===== config.mk =====
export PLATFORM = sky130hd
export DESIGN_NAME = gtlm_delay
export DESIGN_NICKNAME = d
export VERILOG_FILES = /design/src/hw/rtl/gtlm_delay.sv
export SDC_FILE = /design/constraint.sdc
export NUM_CORES = 1
export LEC_CHECK = 0
export ABC_CLOCK_PERIOD_IN_PS = 1900
export BUFFER_PORTS_ARGS = -buffer_cell sky130_fd_sc_hd__buf_2
export CAP_MARGIN = 20
export CELL_PAD_IN_SITES_DETAIL_PLACEMENT = 1
export CELL_PAD_IN_SITES_GLOBAL_PLACEMENT = 2
export CORE_AREA = 2 2 39 41
export CTS_BUF_LIST = sky130_fd_sc_hd__clkbuf_8
export DETAILED_ROUTE_END_ITERATION = 10
export DIE_AREA = 0 0 41 43
export PLACE_DENSITY_LB_ADDON = 0.08
export SYNTH_ARGS = -nofsm -noshare
export SYNTH_HDL_FRONTEND = slang
export SYNTH_SLANG_ARGS = --single-unit

===== constraint.sdc =====
create_clock -name clk -period 1.9 [get_ports clk]
set_input_delay 0.095 -clock clk [delete_from_list [all_inputs] [get_ports clk]]
set_output_delay 0.095 -clock clk [all_outputs]
set_load 0.02 [all_outputs]

===== src/hw/rtl/gtlm_delay.sv =====
// ----------------------------------------------------------------------------
// gtlm_delay
// enabled shift line that keeps side data in step with the pipe
// ----------------------------------------------------------------------------
module gtlm_delay #(
  parameter int W     = 8,
  parameter int DEPTH = 1
) (
  input  logic         clk,
  input  logic         rst,
  input  logic         en,
  input  logic [W-1:0] d,
  output logic [W-1:0] q
);

  logic [W-1:0] line [DEPTH];

  always_ff @(posedge clk) begin
    if (rst) begin
      for (int i = 0; i < DEPTH; i++) line[i] <= '0;
    end else if (en) begin
      line[0] <= d;
      for (int i = 1; i < DEPTH; i++) line[i] <= line[i-1];
    end
  end

  assign q = line[DEPTH-1];

endmodule


==> flow_summary.json <==
{
  "synth_largest_area_cell": "edfxtp_1",
  "mostFrequentLayoutCell": "buf_2",
  "grt_max_degree": 10,
  "firstDrtPassIters": 1,
  "cts_sinks": 8,
  "reg_top3": "line: 8 flops",
  "synth_nets": 28,
  "swShare": 0.205,
  "critical_path_arrival_ns": 0.75,
  "status": "finished clean",
  "cts_buffer_depth": 2,
  "synth_top_area_frac": 0.759,
  "dieArea_mm2": 0.00176,
  "p_seq_frac": 0.460,
  "critPathSlowestCell": "edfxtp_1",
  "wl_per_cell_um": 11.5,
  "largest_register": "line",
  "synthCells": 17,
  "avgViaCountPerCell": 4.30,
  "fin_ws_ns": 1.06,
  "cp-end-kind": "primary output",
  "p_total_mw": 0.464,
  "rsz0062_at_grt": "no",
  "post_cts_buffers": 0,
  "crit_fanout": 1,
  "dp.cells": 51,
  "required_ns": 1.80,
  "power_density_mw_per_mm2": 992,
  "leakage_nw": 0.242,
  "final_area_um2": 468,
  "ir_drop_mv": 0.262,
  "setup-violations-final": 0,
  "crit_family": "flip-flops",
  "drc": 0,
  "slowest_delay_ns": 0.36,
  "routabilityCongestion": 0.666,
  "io-pin-count": 19,
  "critPathBufInv": 1,
  "synth_area_leaders": "edfxtp_1, and3b_1, or2_1",
  "hold_slack_ns": 0.192,
  "maxCapViolCount": 0,
  "hold_viol": 0,
  "grt_util_all_layers": 0.0979,
  "grt_antenna_before_repair": 0,
  "timing.fmax_ghz": 1.19,
  "grt_pass1_vias": 229,
  "num_rows": 14,
  "layout_common_cells": "buf_2, and3b_1, edfxtp_1, clkbuf_8, or2_1",
  "cp-start-kind": "flip-flop",
  "finalNonFillerCells": 54,
  "nNetsFinal": 51,
  "cts_htree_levels": 1,
  "path_cells": "buf_2",
  "cts_buffers": 3,
  "netlist_area_um2": 317,
  "cts_root_buf": "clkbuf_8",
  "multi_input_area_um2": 76.3,
  "fin_crit_ns": 0.844,
  "post_dp_cell_area_um2": 427,
  "worst_pin_slew_ns": 0.310,
  "cts_hold_buf": 0,
  "vias": 232,
  "cts_tree": "done",
  "post-route-period-util": 0.444,
  "setup_tns_ns": 0,
  "largest_reg_flops": 8,
  "clkTransAtPathRegs_ns": 0.04,
  "crit_type": "reg2out",
  "die_w_um": 41,
  "cts_resized": 0,
  "p_sw_mw": 0.0954,
  "synth_cell_type_count": 3,
  "avgSynthCellArea_um2": 18.6,
  "layout-drive-gt1-share": 0.553,
  "yosysWarnings": 0,
  "max_slew_margin": 0.793,
  "place_ws_ns": 1.02,
  "coreArea_mm2": 0.00138,
  "ant_nets": 0,
  "p_clk_frac": 0.424,
  "synth_seq_area_share": 0.759,
  "io_buffers": 18,
  "n_antenna_cell": 0,
  "ys_ff_latch": 8,
  "start_util": 0.229,
  "utilization": 0.338,
  "share_comb_of_total_power": 0.117,
  "grt_overflow": 0,
  "drtIter0Drc": 0,
  "fill_cells": 164,
  "internal-power_mw": 0.369,
  "hold_path.class": "in2reg",
  "slew_violations": 0,
  "routed_wl_um": 623,
  "fp.dieH_um": 43,
  "area_growth_pct": 47.8,
  "grt_pass1_wl_mm": 1.01,
  "seqCellArea_um2": 240
}
## cell families (layout without fill, tap and decap cells)
kind of cell	after synthesis	after routing	synth area share
and+or+nand+nor	9	9	0.241
DFF	8	8	0.759
buffers and inverters	0	21	0
## cell type report
cell class                      count  share of cell area
Multi-Input combinational cell      9               0.163
Timing Repair Buffer               18               0.193
Sequential cell                     8               0.513
Clock buffer                        3              0.0882
Tap cell                           16              0.0428
## power groups by stage
stage               registers, mW  logic, mW  clock network [mW]
floorplan                   0.236    0.00894                   0
global placement            0.216     0.0539                   0
detailed placement          0.217     0.0552                   0
CTS                         0.214     0.0552               0.199
global route                0.215     0.0594               0.212
finish                      0.214     0.0541               0.197
## routing by layer
metal | vias up | GRT usage | part of all wire
met3 | 5 | 0.0366 | 0.14
met4 | 0 | 0.140 | 0.077
li1 | 111 | - | -
met1 | 96 | 0.108 | 0.39
met5 | - | 0 | 0
met2 | 20 | 0.113 | 0.39
## worst paths after layout
kind | from | to | slack, ns | cells after the start
max | line[0][5]$_SDFFCE_PN0P_ | q[5] | 1.06 | 1
min | d[5] | line[0][5]$_SDFFCE_PN0P_ | 0.19 | 2
## synth_stat cells, drive strengths merged
| cell type | number |
|---|---|
| or2 | 1 |
| edfxtp | 8 |
| and3b | 8 |
Power figures use the tool's default switching activity.
