<file path="config.mk">
export PLATFORM = sky130hd
export DESIGN_NAME = gtlm_rot_cell
export DESIGN_NICKNAME = d
export VERILOG_FILES = /design/src/hw/rtl/gtlm_pkg.sv /design/src/hw/rtl/gtlm_rot_cell.sv
export SDC_FILE = /design/constraint.sdc
export NUM_CORES = 1
export LEC_CHECK = 0
export CAP_MARGIN = 15
export CORE_ASPECT_RATIO = 0.5
export CORE_MARGIN = 2
export CORE_UTILIZATION = 65
export CTS_BUF_LIST = sky130_fd_sc_hd__clkbuf_4
export CTS_CLUSTER_SIZE = 40
export DETAILED_ROUTE_END_ITERATION = 6
export DONT_BUFFER_PORTS = 1
export PLACE_DENSITY = 0.81
export SLEW_MARGIN = 30
export SYNTH_ARGS = -nofsm -noshare
export SYNTH_HDL_FRONTEND = slang
export SYNTH_SLANG_ARGS = --single-unit
export TNS_END_PERCENT = 30
</file>
<file path="constraint.sdc">
create_clock -name clk -period 8.68 [get_ports clk]
set_input_delay 0.434 -clock clk [delete_from_list [all_inputs] [get_ports clk]]
set_output_delay 0.434 -clock clk [all_outputs]
set_load 0.02 [all_outputs]
</file>
<file path="src/hw/rtl/gtlm_pkg.sv">
// ----------------------------------------------------------------------------
// gtlm_pkg
// shared constants, types and rom builders for the local mercator core
// ----------------------------------------------------------------------------
package gtlm_pkg;

  localparam int CORDIC_STAGES_DEF = 32;
  localparam int MUL_LAT = 4;

  localparam logic signed [30:0] LAT_LIMIT = 31'sd850511288;
  localparam logic signed [63:0] ONE_Q60 = 64'sd1 <<< 60;
  localparam logic signed [63:0] PI_Q61 = 64'sh6487ED5110B4611A;
  localparam logic signed [63:0] QUARTER_PI = PI_Q61 >>> 3;
  localparam logic signed [63:0] R_MM = 64'sd6378137000;
  localparam logic signed [63:0] DEG7_DIV = 64'sd1800000000;
  localparam logic signed [63:0] HALF_MM_Q20 = 64'sd1 <<< 19;
  localparam logic signed [63:0] LN_FLOOR = ONE_Q60 >>> 5;
  localparam logic signed [63:0] Y0_Q60 = (ONE_Q60 / 5) * 3;

  // degrees*1e7 to radians, q92
  localparam logic signed [63:0] RAD_Q1 = PI_Q61 / DEG7_DIV;
  localparam logic signed [63:0] RAD_R1 = PI_Q61 % DEG7_DIV;
  localparam logic signed [63:0] RAD_Q92 = (RAD_Q1 <<< 31) + ((RAD_R1 <<< 31) / DEG7_DIV);

  typedef struct packed {
    logic signed [63:0] x;
    logic signed [63:0] y;
    logic signed [63:0] z;
  } rot_t;

  // mantissa in [0.5,1], accumulated log table sum, exponent code (e + 4)
  typedef struct packed {
    logic [60:0] m;
    logic [60:0] acc;
    logic [2:0]  sh;
  } lnv_t;

  typedef struct packed {
    logic [36:0] east;
    logic [36:0] north;
    logic [27:0] up;
    logic        hit;
  } res_t;

  // bitwise restoring divide, elaboration only
  function automatic logic [63:0] udiv64(input logic [63:0] num, input logic [63:0] den);
    logic [64:0] rem;
    logic [63:0] q;
    rem = '0;
    q = '0;
    for (int i = 63; i >= 0; i--) begin
      rem = {rem[63:0], num[i]};
      if (rem >= {1'b0, den}) begin
        rem = rem - {1'b0, den};
        q[i] = 1'b1;
      end
    end
    return q;
  endfunction

  function automatic logic signed [63:0] mulq_c(input logic signed [63:0] a,
                                                input logic signed [63:0] b, input int s);
    logic neg;
    logic [63:0] ua;
    logic [63:0] ub;
    logic [63:0] r;
    logic [127:0] prod;
    neg = a[63] ^ b[63];
    ua = a[63] ? (~a + 64'd1) : a;
    ub = b[63] ? (~b + 64'd1) : b;
    prod = {64'd0, ua} * {64'd0, ub};
    r = 64'(prod >> s);
    return neg ? (~r + 64'd1) : r;
  endfunction

  function automatic logic signed [63:0] atan_val(input int k);
    logic signed [63:0] sa;
    logic signed [63:0] t;
    sa = '0;
    if (k == 0) begin
      sa = QUARTER_PI;
    end else begin
      for (int n = 1; k * n < 60; n++) begin
        t = udiv64(64'(ONE_Q60 >>> (k * n)), 64'(n));
        if (n[0]) begin
          if (n[1]) sa = sa - t;
          else sa = sa + t;
        end
      end
    end
    return sa;
  endfunction

  function automatic logic signed [63:0] lnp_val(input int k);
    logic signed [63:0] sl;
    logic signed [63:0] t;
    sl = '0;
    for (int n = 1; k * n < 60; n++) begin
      t = udiv64(64'(ONE_Q60 >>> (k * n)), 64'(n));
      if (n[0]) sl = sl + t;
      else sl = sl - t;
    end
    return sl;
  endfunction

  function automatic logic signed [63:0] ln2_val();
    logic signed [63:0] s;
    s = '0;
    for (int n = 1; n < 60; n++) begin
      s = s + udiv64(64'(ONE_Q60 >>> n), 64'(n));
    end
    return s;
  endfunction

  // reciprocal of the cordic gain by newton steps
  function automatic logic signed [63:0] inv_gain(input int stages);
    logic signed [63:0] p;
    logic signed [63:0] y;
    logic signed [63:0] t;
    p = ONE_Q60;
    for (int k = 0; k < stages; k++) begin
      p = p + (p >>> (2 * k));
    end
    y = Y0_Q60;
    for (int i = 0; i < 12; i++) begin
      t = 3 * ONE_Q60 - mulq_c(p, mulq_c(y, y, 60), 60);
      y = mulq_c(y, t, 61);
    end
    return y;
  endfunction

  localparam logic signed [63:0] LN2_Q60 = ln2_val();

  // (e + 1) * ln2 indexed by exponent code e + 4
  localparam logic signed [63:0] LN2_MUL [8] = '{
    -3 * LN2_Q60, -2 * LN2_Q60, -1 * LN2_Q60, 64'sd0,
    LN2_Q60, 2 * LN2_Q60, 3 * LN2_Q60, 4 * LN2_Q60
  };

endpackage

</file>
<file path="src/hw/rtl/gtlm_rot_cell.sv">
// ----------------------------------------------------------------------------
// gtlm_rot_cell
// one rotation-mode cordic step
// ----------------------------------------------------------------------------
module gtlm_rot_cell #(
  parameter int STAGE = 0
) (
  input  logic                clk,
  input  logic                en,
  input  gtlm_pkg::rot_t      d,
  output gtlm_pkg::rot_t      q
);

  localparam logic signed [63:0] ATAN = gtlm_pkg::atan_val(STAGE);

  logic signed [63:0] dx;
  logic signed [63:0] dy;

  assign dx = d.y >>> STAGE;
  assign dy = d.x >>> STAGE;

  always_ff @(posedge clk) begin
    if (en) begin
      if (!d.z[63]) begin
        q.x <= d.x - dx;
        q.y <= d.y + dy;
        q.z <= d.z - ATAN;
      end else begin
        q.x <= d.x + dx;
        q.y <= d.y - dy;
        q.z <= d.z + ATAN;
      end
    end
  end

endmodule

</file>
==> impl_metrics.toml <==
[synthesis]
synth_edf_count = 191
synth.net_count = 3202
async_reset_ff_frac = 0
netlist_area_sq_um = 22060
seq_area_frac_synth = 0.2600
ys_ff_latch = 191
synth_warnings = 0
yosysUniqueCellTypes = 86
syn_area_per_cell_sq_um = 8.017
postSynthCellCount = 2752
yosys_most_used_dff = "edfxtp_1"

[cts]
holdBufCountCts = 4
numClockSinks = 191
cts-htree-levels = 4
clk_pin_slew_ns = 0.18
cts_tree = "done"
root_buffer = "clkbuf_4"
cts_buffer_depth = 2
numCtsBuffers = 17
post_cts_buffers = 0
cts_resized = 0

[global_routing]
first_global_vias = 19930
grt_pass1_wl_mm = 114.6
grt_max_degree = 206
grtUsageTotal = 0.4154
grt_antenna_before_repair = 1
gr-total-overflow = 0

[final_layout]
layout_commonest_cell = "a21oi_1"
layout_common_cells = "376 x a21oi_1, 252 x ha_1, 222 x nor2_1"
largest_register_ffs = 191
multi_input_area_sq_um = 14970
nNetsFinal = 3103
reg_top3 = "q: 191 flops"
area_growth_pct = 2.019
finalNonFillerCells = 3108
max_flop_register = "q"
final_core_util = 0.6775
drive_above_1_share = 0.03338
fill_cells = 2772
ff_latch_area_sq_um = 5736

[worst_setup_path]
required_ns = 9.13
crit_arrival_ns = 4.59
path_buf_inv = 2
path_cells = "inv_1 > ha_1 > inv_1 > nor3_1 > nand2_1 > a211oi_1 > o21bai_1 > a2111oi_1 > o21ai_1 > a221o_1 > xnor2_1"
cp_common_cell = "inv_1"
slowest_stage = "a2111oi_1"
crit_path_end_kind = "flip-flop"
cp_top_family = "compound AO/OA/AOI/OAI gates"
worstPathMaxFanout = 13
slowest_delay_ns = 0.86
critPathLaunchType = "input port"
crit_type = "in -> reg"

[placement]
routabilityCongestion = 1.060
io_buffer_count = 0
placed_cells = 3070
hpwlAfterDp_mm = 59.86

[power]
total_power_mw = 3.405
ir_worst_vdd_uv = 108.9
power_density_nw_per_um2 = 151.3
p_leak_nw = 9.170

[floorplanning]
ios = 386
dieArea_sq_um = 35520
die_w_um = 264.6
num_rows = 47
initial_utilization = 0.6641
core_sq_um = 33230
die_h_um = 134.3

[sta]
min_period_ns = 4.135
max_freq_ghz = 0.2419
setup_tns_ns = 0
grt_setup_unrepaired = "no"
final_hold_viol_count = 0
setup_viol = 0
slew_headroom = 0.3591
worst_pin_slew_ns = 0.9556
period_share = 0.4763
maxSlewViolCount = 0

[hold_path]
min_path_type = "in -> reg"

[detailed_routing]
via_per_inst = 7.020
drt_first_pass_iters = 7
route.detailed.drc = 4
route.vias.total = 21820
ant_nets = 0
drt_iter0_markers = 3615
routedWlPerCell_um = 24.57
wirelength_mm = 76.37

[status]
failed_checks = "design-rule violations"
status = "finished, violations left"

[flow_run]
drv_cap = 0
==> metrics by stage <==
stage / setup slack, ns / hold WS (ns) / instance area, sq um
6_report: 4.545 / 0.03174 / 22510
3_5_place_dp: 4.023 / 0.5592 / 22120
3_3_place_gp: 4.021 / 0.5577 / 22120
4_1_cts: 4.741 / 0.00001849 / 22480
2_1_floorplan: 3.925 / 0.5465 / 22060
5_1_grt: 4.518 / 0.002946 / 22510
==> report_power, final <==
part	switching, mW	internal (mW)	leakage, nW
clock	0.395	0.158	0.163
combinational	0.868	0.465	7.14
sequential	0.277	1.24	1.87
total	1.54	1.87	9.17
==> synth_stat cells, types with 17 or more instances <==
cell      count  area (sq um)
buf_1        17         63.81
o21bai_1     80         600.6
nor3_1       58         290.3
mux2i_1      23         230.2
a21oi_1     376          1882
nor2b_1      34         212.7
clkbuf_1     83         311.6
o211ai_1     25         187.7
a211oi_1     41         307.8
o21ai_0     186         930.9
edfxtp_1    191          5736
a21o_1       76         570.6
nand2b_1     21         131.4
nor4_1       31         193.9
o21ai_1      21         105.1
o31ai_1      28         210.2
inv_1       208         780.8
o21a_1       34         255.2
ha_1        252          3153
xnor2_1     140          1226
nand3_1      47         235.2
nand4_1      57         356.6
nand2_1     187         701.9
a31oi_1      20         125.1
nor2_1      222         833.3
buf_2        20         100.1
xor2_1       39         341.6
==> per-layer routing <==
layer	track usage	part of all wire	vias up	routed length, um
met5	0	0	-	0
met4	0.1389	0.037	0	2848
met3	0.1045	0.12	232	9271
met2	0.6541	0.44	1494	33460
met1	0.5604	0.40	10250	30790
li1	-	-	9846	-
==> final timing paths <==
| path | cells past startpoint | slack [ns] | start | to |
|---|---|---|---|---|
| worst max-delay path | 11 | 4.55 | d[84] | q[190] |
| worst min-delay path | 2 | 0.03 | d[128] | q[64] |
==> kinds of logic after synthesis <==
| group | after synthesis | share of synthesized area |
|---|---|---|
| muxes | 23 | 0.01043 |
| xor gates and xnor gates | 179 | 0.07106 |
| DFF | 191 | 0.2600 |
| and+or+nand+nor | 734 | 0.1582 |
| AOI/OAI and AO/OA | 1021 | 0.2923 |
| adders and majority gates | 256 | 0.1465 |
| buffers and inverters | 348 | 0.06147 |
==> layout make-up <==
class                   instances  share of cell area
multi-input cells            2213              0.6651
flip-flops and latches        191              0.2548
repair buffers                  8            0.004780
well taps                     441             0.02451
clock buffers                  17            0.005670
clock inverters                15            0.007727
diodes                          1           0.0001112
inverters                     222             0.03724
No activity file was read; power rests on OpenSTA's default activity.
