--- src/hw/rtl/gtlm_pkg.sv ---
// ----------------------------------------------------------------------------
// gtlm_pkg
// shared constants, types and rom builders for the local mercator core
// ----------------------------------------------------------------------------
package gtlm_pkg;

  localparam int CORDIC_STAGES_DEF = 32;
  localparam int MUL_LAT = 4;

  localparam logic signed [30:0] LAT_LIMIT = 31'sd850511288;
  localparam logic signed [63:0] ONE_Q60 = 64'sd1 <<< 60;
  localparam logic signed [63:0] PI_Q61 = 64'sh6487ED5110B4611A;
  localparam logic signed [63:0] QUARTER_PI = PI_Q61 >>> 3;
  localparam logic signed [63:0] R_MM = 64'sd6378137000;
  localparam logic signed [63:0] DEG7_DIV = 64'sd1800000000;
  localparam logic signed [63:0] HALF_MM_Q20 = 64'sd1 <<< 19;
  localparam logic signed [63:0] LN_FLOOR = ONE_Q60 >>> 5;
  localparam logic signed [63:0] Y0_Q60 = (ONE_Q60 / 5) * 3;

  // degrees*1e7 to radians, q92
  localparam logic signed [63:0] RAD_Q1 = PI_Q61 / DEG7_DIV;
  localparam logic signed [63:0] RAD_R1 = PI_Q61 % DEG7_DIV;
  localparam logic signed [63:0] RAD_Q92 = (RAD_Q1 <<< 31) + ((RAD_R1 <<< 31) / DEG7_DIV);

  typedef struct packed {
    logic signed [63:0] x;
    logic signed [63:0] y;
    logic signed [63:0] z;
  } rot_t;

  // mantissa in [0.5,1], accumulated log table sum, exponent code (e + 4)
  typedef struct packed {
    logic [60:0] m;
    logic [60:0] acc;
    logic [2:0]  sh;
  } lnv_t;

  typedef struct packed {
    logic [36:0] east;
    logic [36:0] north;
    logic [27:0] up;
    logic        hit;
  } res_t;

  // bitwise restoring divide, elaboration only
  function automatic logic [63:0] udiv64(input logic [63:0] num, input logic [63:0] den);
    logic [64:0] rem;
    logic [63:0] q;
    rem = '0;
    q = '0;
    for (int i = 63; i >= 0; i--) begin
      rem = {rem[63:0], num[i]};
      if (rem >= {1'b0, den}) begin
        rem = rem - {1'b0, den};
        q[i] = 1'b1;
      end
    end
    return q;
  endfunction

  function automatic logic signed [63:0] mulq_c(input logic signed [63:0] a,
                                                input logic signed [63:0] b, input int s);
    logic neg;
    logic [63:0] ua;
    logic [63:0] ub;
    logic [63:0] r;
    logic [127:0] prod;
    neg = a[63] ^ b[63];
    ua = a[63] ? (~a + 64'd1) : a;
    ub = b[63] ? (~b + 64'd1) : b;
    prod = {64'd0, ua} * {64'd0, ub};
    r = 64'(prod >> s);
    return neg ? (~r + 64'd1) : r;
  endfunction

  function automatic logic signed [63:0] atan_val(input int k);
    logic signed [63:0] sa;
    logic signed [63:0] t;
    sa = '0;
    if (k == 0) begin
      sa = QUARTER_PI;
    end else begin
      for (int n = 1; k * n < 60; n++) begin
        t = udiv64(64'(ONE_Q60 >>> (k * n)), 64'(n));
        if (n[0]) begin
          if (n[1]) sa = sa - t;
          else sa = sa + t;
        end
      end
    end
    return sa;
  endfunction

  function automatic logic signed [63:0] lnp_val(input int k);
    logic signed [63:0] sl;
    logic signed [63:0] t;
    sl = '0;
    for (int n = 1; k * n < 60; n++) begin
      t = udiv64(64'(ONE_Q60 >>> (k * n)), 64'(n));
      if (n[0]) sl = sl + t;
      else sl = sl - t;
    end
    return sl;
  endfunction

  function automatic logic signed [63:0] ln2_val();
    logic signed [63:0] s;
    s = '0;
    for (int n = 1; n < 60; n++) begin
      s = s + udiv64(64'(ONE_Q60 >>> n), 64'(n));
    end
    return s;
  endfunction

  // reciprocal of the cordic gain by newton steps
  function automatic logic signed [63:0] inv_gain(input int stages);
    logic signed [63:0] p;
    logic signed [63:0] y;
    logic signed [63:0] t;
    p = ONE_Q60;
    for (int k = 0; k < stages; k++) begin
      p = p + (p >>> (2 * k));
    end
    y = Y0_Q60;
    for (int i = 0; i < 12; i++) begin
      t = 3 * ONE_Q60 - mulq_c(p, mulq_c(y, y, 60), 60);
      y = mulq_c(y, t, 61);
    end
    return y;
  endfunction

  localparam logic signed [63:0] LN2_Q60 = ln2_val();

  // (e + 1) * ln2 indexed by exponent code e + 4
  localparam logic signed [63:0] LN2_MUL [8] = '{
    -3 * LN2_Q60, -2 * LN2_Q60, -1 * LN2_Q60, 64'sd0,
    LN2_Q60, 2 * LN2_Q60, 3 * LN2_Q60, 4 * LN2_Q60
  };

endpackage

--- src/hw/rtl/gtlm_ln_cell.sv ---
// ----------------------------------------------------------------------------
// gtlm_ln_cell
// one shift-add logarithm step, multiplies by (1 + 2^-k) while it fits
// ----------------------------------------------------------------------------
module gtlm_ln_cell #(
  parameter int STAGE = 1
) (
  input  logic            clk,
  input  logic            en,
  input  gtlm_pkg::lnv_t  d,
  output gtlm_pkg::lnv_t  q
);

  localparam logic [60:0] LNP = 61'(gtlm_pkg::lnp_val(STAGE));
  localparam logic [61:0] ONE = 62'(gtlm_pkg::ONE_Q60);

  logic [61:0] t;

  assign t = {1'b0, d.m} + {1'b0, d.m >> STAGE};

  always_ff @(posedge clk) begin
    if (en) begin
      q.sh <= d.sh;
      if (t <= ONE) begin
        q.m   <= t[60:0];
        q.acc <= d.acc + LNP;
      end else begin
        q.m   <= d.m;
        q.acc <= d.acc;
      end
    end
  end

endmodule

--- config.mk ---
export PLATFORM = sky130hd
export DESIGN_NAME = gtlm_ln_cell
export DESIGN_NICKNAME = d
export VERILOG_FILES = /design/src/hw/rtl/gtlm_pkg.sv /design/src/hw/rtl/gtlm_ln_cell.sv
export SDC_FILE = /design/constraint.sdc
export NUM_CORES = 1
export LEC_CHECK = 0
export BUFFER_PORTS_ARGS = -buffer_cell sky130_fd_sc_hd__buf_4
export CAP_MARGIN = 20
export CORE_MARGIN = 10
export CORE_UTILIZATION = 35
export CTS_CLUSTER_DIAMETER = 30
export DETAILED_ROUTE_END_ITERATION = 8
export GPL_TIMING_DRIVEN = 1
export HOLD_SLACK_MARGIN = 0.02
export PLACE_DENSITY_LB_ADDON = 0.2
export SLEW_MARGIN = 20
export SYNTH_ARGS = -nofsm -noshare
export SYNTH_HDL_FRONTEND = slang
export SYNTH_SLANG_ARGS = --single-unit
--- constraint.sdc ---
create_clock -name clk -period 12.47 [get_ports clk]
set_input_delay 1.8705 -clock clk [delete_from_list [all_inputs] [get_ports clk]]
set_output_delay 1.8705 -clock clk [all_outputs]
set_load 0.03 [all_outputs]
==> results.sh, run 1 <==
export IMPL_avgSynthCellArea_um2=8.78
export IMPL_largestRegisters="q x125"
export IMPL_antenna_found_initial=0
export IMPL_first_iter_violations=832
export IMPL_cts_tree="done"
export IMPL_synth_ff_type="edfxtp_1"
export IMPL_synth_seq_cells=125
export IMPL_die_x_um=193
export IMPL_wl_met1_um=17100
export IMPL_yosysTopAreaCell="edfxtp_1"
export IMPL_power_density_nw_per_um2=132
export IMPL_vias=10500
export IMPL_cts_resized_gates=0
export IMPL_cts_htree_levels=4
export IMPL_finalCriticalPeriod_ps=7580
export IMPL_fmax_ghz=0.132
export IMPL_critPathMaxFanout=82
export IMPL_ios=252
export IMPL_hp_start="d[2]"
export IMPL_grt_pass1_vias=10500
export IMPL_outcome="completed"
export IMPL_async_reset_ff_share_pct=0
export IMPL_grt_ovfl_total=0
export IMPL_drv_cap=0
export IMPL_core_area_um2=29600
export IMPL_drc=0
export IMPL_grt_first_pass_wirelength_um=60100
export IMPL_ir_drop_uv=86.0
export IMPL_wl_per_cell_um=21.3
export IMPL_hold_depth=1
export IMPL_detail_route_vias_per_cell=5.76
export IMPL_port_buffers=251
export IMPL_grtUsageTotal_pct=19.9
export IMPL_yosys_warnings=0
export IMPL_first_pass_iters=5
export IMPL_end_kind="flop"
export IMPL_die_area_um2=37400
export IMPL_ys_types=79
export IMPL_cts_root_buf="clkbuf_16"
export IMPL_largest_reg_flops=125
export IMPL_power_leakage_nw=5.30
export IMPL_dr_wl_met3_um=2720
export IMPL_yosys_top_cells_area="edfxtp_1, ha_1, xnor2_1"
export IMPL_synthCells=1199
export IMPL_hold_viol=0
export IMPL_place_ws_ps=4620
export IMPL_holdBufCountCts=0
export IMPL_cp_startpoint="d[65]"
export IMPL_rsz0062_at_grt="false"
export IMPL_start_kind="primary input"
export IMPL_clock_sinks=125
export IMPL_diodes=0
export IMPL_hold_path_class="primary input to flop"
export IMPL_tns_ps=0
export IMPL_dp_hpwl_um=31200
export IMPL_slew_headroom_pct=33.3
export IMPL_rows=63
export IMPL_fin_ws_ps=4890
export IMPL_syn_area_um2=10500
export IMPL_setup_viol=0
export IMPL_clockBufferDepth=2
export IMPL_synth_nets=1389
export IMPL_fillerInstances=2967
export IMPL_arrival_ps=7750
export IMPL_required_ps=12630
export IMPL_drive_above_1_share_pct=22.9
export IMPL_path_class="primary input to flop"
export IMPL_die_h_um=193
export IMPL_slew_viol_final=0
export IMPL_antenna_left=0
export IMPL_initial_core_util_pct=35.5
export IMPL_syn_to_final_growth_pct=26.2
export IMPL_nets=1609
export IMPL_route_top_layer_used="met4"
export IMPL_cts_setup_buffers=0
export IMPL_synth_edff_count=125
export IMPL_tightest_slew_ps=1000
export IMPL_post_route_period_util_pct=60.8
export IMPL_top_register="q"
export IMPL_cts_buffers=17
export IMPL_grt_max_degree=83
export IMPL_routabilityCongestion=0.942
export IMPL_ys_seq_area_share_pct=35.6
export IMPL_drt_total_wl_um=38900
export IMPL_holdWs_ps=1620
export IMPL_synth_top_area_share_pct=35.6
export IMPL_dr_wl_met2_um=17900
export IMPL_clk_pin_slew_ps=60
-- per-stage QoR --
stage                     cells  util (%)  area (um2)  total power, mW
after global routing       1822      44.8       13300             1.84
after floorplan            1199         -       10500            0.985
after global placement     1790      42.8       12700             1.24
final                      1822      44.8       13300             1.75
after detailed placement   1790      42.8       12700             1.24
after CTS                  1822      44.8       13300             1.76
-- cell usage in the layout, fill, tap and decap left out, types with 6 or more instances in the layout --
cell and count:
nor4_1 12, o31ai_1 11, nand2_1 135, edfxtp_1 125, nor2_1 116, xor2_1 28, o21ai_0 77, nand3_1 42
a31o_2 7, mux2_2 19, a211oi_1 15, a21oi_1 98, nor3_1 30, inv_1 26, clkbuf_16 17, nand2b_1 13
o21bai_1 20, ha_1 62, a31oi_1 7, o211ai_1 15, nand4_1 32, or4_1 6, nand3b_1 7, buf_4 254
a21o_1 31, o311ai_0 8, o21a_1 7, xnor2_1 66, and3_1 10, or3_1 11
-- area by class of cell --
class                      instances  area [um2]  share of cell area (%)
multi-input combinational        995        6450                    48.6
sequential                       125        3750                    28.2
timing repair buffer             254        1910                    14.3
tap                              390         488                    3.67
clock buffer                      17         425                    3.20
clock inverter                    15         168                    1.26
inverter                          26        97.6                   0.734
-- cells by family after synthesis --
| family | count (synthesis) | synth area share, % |
|---|---|---|
| and+or+nand+nor | 457 | 21.1 |
| AOI/OAI and AO/OA | 358 | 22.4 |
| DFF | 125 | 35.6 |
| xor gates and xnor gates | 95 | 7.97 |
| buffers and inverters | 79 | 3.08 |
| adders and majority gates | 63 | 7.56 |
| muxes | 22 | 2.32 |
-- routing by layer --
metal	track usage, %	vias up
li1	-	5000
met1	25.7	4964
met2	32.1	456
met3	4.25	66
met4	7.15	0
met5	0	-
-- Yosys cell counts (19+ instances only) --
library cell	instances
nand4_1	32
mux2_2	19
a21oi_1	98
clkbuf_1	39
edfxtp_1	125
nand2_1	135
xor2_1	28
inv_1	26
o21bai_1	20
a21o_1	31
xnor2_1	66
nand3_1	42
nor2_1	116
ha_1	62
nor3_1	30
o21ai_0	77
-- report_power, final --
part / internal, mW / switching, mW / total [mW]
clock network: 0.313 / 0.200 / 0.513
registers: 0.540 / 0.0191 / 0.559
logic: 0.243 / 0.433 / 0.676
total: 1.10 / 0.653 / 1.75
-- final timing paths --
path	endpoint	slack (ps)
worst min-delay path	q[2]	1620
worst max-delay path	q[23]	4890
-- critical path, cell delays in order --
cell and delay, ps:
buf_4 130, ha_1 220, fa_1 410, a21o_1 240
a311o_1 440, a311oi_2 430, nor3_1 190, o221ai_1 370
nor2_1 80, a2111oi_0 650, or4b_2 630, or4_4 460
o31ai_4 240, buf_4 800, o311ai_0 350, xnor2_1 200
No activity file was read; power rests on OpenSTA's default activity.
==> run 2: changes to the inputs <==
- clock period: 12.47 -> 7.13 ns (I/O delays scaled with it)
==> run 2 against run 1 <==
- sequential power grew 75%
- die area did not move
- via count decreased by 0.32%
- sequential cell count stayed put
- setup slack got worse by 4200 ps
- count of clock-buffer cells in the layout unchanged
- hold slack got worse by 800 ps
- utilization grew 0.14 points
- global-route usage rose by 0.23 points
- critical path depth decreased by 1
- cell area is 0.32% higher
- combinational power rose by 76%
==> results.sh, run 2 (synthesis results as in run 1) <==
export IMPL_outcome="completed"
export IMPL_grt_ovfl_total=0
export IMPL_top_register="q"
export IMPL_start_kind="primary input"
export IMPL_cts_resized_gates=0
export IMPL_mostFrequentLayoutCell="buf_4"
export IMPL_die_x_um=193
export IMPL_antenna_found_initial=0
export IMPL_drive_above_1_share_pct=23.1
export IMPL_grt_pass1_vias=10200
export IMPL_met2_usage_pct=33.1
export IMPL_critPathMaxFanout=11
export IMPL_cts_setup_buffers=0
export IMPL_vias=10500
export IMPL_setup_viol=0
export IMPL_rsz0062_at_grt="false"
export IMPL_end_kind="flop"
export IMPL_slew_headroom_pct=39.2
export IMPL_port_buffers=251
export IMPL_clk_pin_slew_ps=60
export IMPL_largestRegisters="q x125"
export IMPL_power_leakage_nw=5.32
export IMPL_tightest_slew_ps=889
export IMPL_clock_sinks=125
export IMPL_power_density_nw_per_um2=231
export IMPL_finalCriticalPeriod_ps=6450
export IMPL_arrival_ps=6620
export IMPL_rows=63
export IMPL_gr_max_usage_layer="met2"
export IMPL_clockBufferDepth=2
export IMPL_syn_to_final_growth_pct=26.6
export IMPL_ff_latch_area_um2=3750
export IMPL_drt_total_wl_um=39400
export IMPL_dp_hpwl_um=31900
export IMPL_first_iter_violations=843
export IMPL_ir_drop_uv=156
export IMPL_layout_common_cells="buf_4, nand2_1, edfxtp_1"
export IMPL_tns_ps=0
export IMPL_slew_viol_final=0
export IMPL_power_mw=3.08
export IMPL_fin_util_pct=45.0
export IMPL_wl_per_cell_um=21.6
export IMPL_path_class="primary input to flop"
export IMPL_holdBufCountCts=0
export IMPL_die_h_um=193
export IMPL_cts_htree_levels=4
export IMPL_multi_input_area_um2=6450
export IMPL_grt_first_pass_wirelength_um=60700
export IMPL_largest_reg_flops=125
export IMPL_diodes=0
export IMPL_drc=0
export IMPL_core_area_um2=29600
export IMPL_hold_path_class="primary input to flop"
export IMPL_hold_viol=0
export IMPL_fmax_ghz=0.155
export IMPL_nets=1613
export IMPL_grt_use_met3_pct=3.82
export IMPL_required_ps=7300
export IMPL_antenna_left=0
export IMPL_ios=252
export IMPL_final_area_um2=13300
export IMPL_detail_route_vias_per_cell=5.73
export IMPL_grt_max_degree=69
export IMPL_fillerInstances=2906
export IMPL_grtUsageTotal_pct=20.1
export IMPL_routabilityCongestion=0.939
export IMPL_cts_tree="done"
export IMPL_drv_cap=0
export IMPL_holdWs_ps=821
export IMPL_initial_core_util_pct=35.5
export IMPL_placed_area_um2=12700
export IMPL_first_pass_iters=5
export IMPL_cts_root_buf="clkbuf_16"
export IMPL_cts_buffers=17
export IMPL_post_route_period_util_pct=90.4
export IMPL_die_area_um2=37400
export IMPL_grt_use_met1_pct=26.9
run 2: cell count changes in the layout (fill, tap and decap cells not counted), sizes merged:
| cell | previous run | this run |
|---|---|---|
| buf | 254 | 258 |
| clkinvlp | 4 | 3 |
run 2: cell type report:
type,count,share of cell area [%]
Tap cell,390,3.66
Multi-Input combinational cell,995,48.4
Sequential cell,125,28.1
Clock buffer,17,3.19
Inverter,26,0.732
Timing Repair Buffer,258,14.6
Clock inverter,14,1.26
run 2: critical path, stage by stage:
cell and delay [ps]:
buf_4 130, ha_1 220, fa_1 420, a21o_1 240, a311o_1 450, a311oi_2 450
nor3_1 190, o221ai_1 380, nor2_1 90, a2111oi_0 650, or4b_2 630, or4_4 460
o31a_2 520, or4_4 570, xnor2_2 140
run 2: worst paths after layout:
kind | endpoint | depth (start not counted) | startpoint
max | q[36] | 15 | d[65]
min | q[2] | 1 | d[2]
run 2: per-layer routing:
metal / vias up / part of all wire (%)
met5: - / 0
met1: 4996 / 45
met4: 0 / 1.4
met2: 417 / 47
li1: 5003 / -
met3: 36 / 6.6
run 2: per-stage QoR:
stage / worst slack (ps) / instances
2_1_floorplan: 1230 / 1199
3_3_place_gp: 438 / 1794
3_5_place_dp: 295 / 1794
4_1_cts: 701 / 1825
5_1_grt: 354 / 1825
6_report: 682 / 1825
run 2: report_power, final:
| part | total, mW | internal, mW | switching [mW] |
|---|---|---|---|
| clock network | 0.908 | 0.548 | 0.360 |
| logic | 1.19 | 0.431 | 0.758 |
| registers | 0.979 | 0.944 | 0.0349 |
| total | 3.08 | 1.92 | 1.15 |
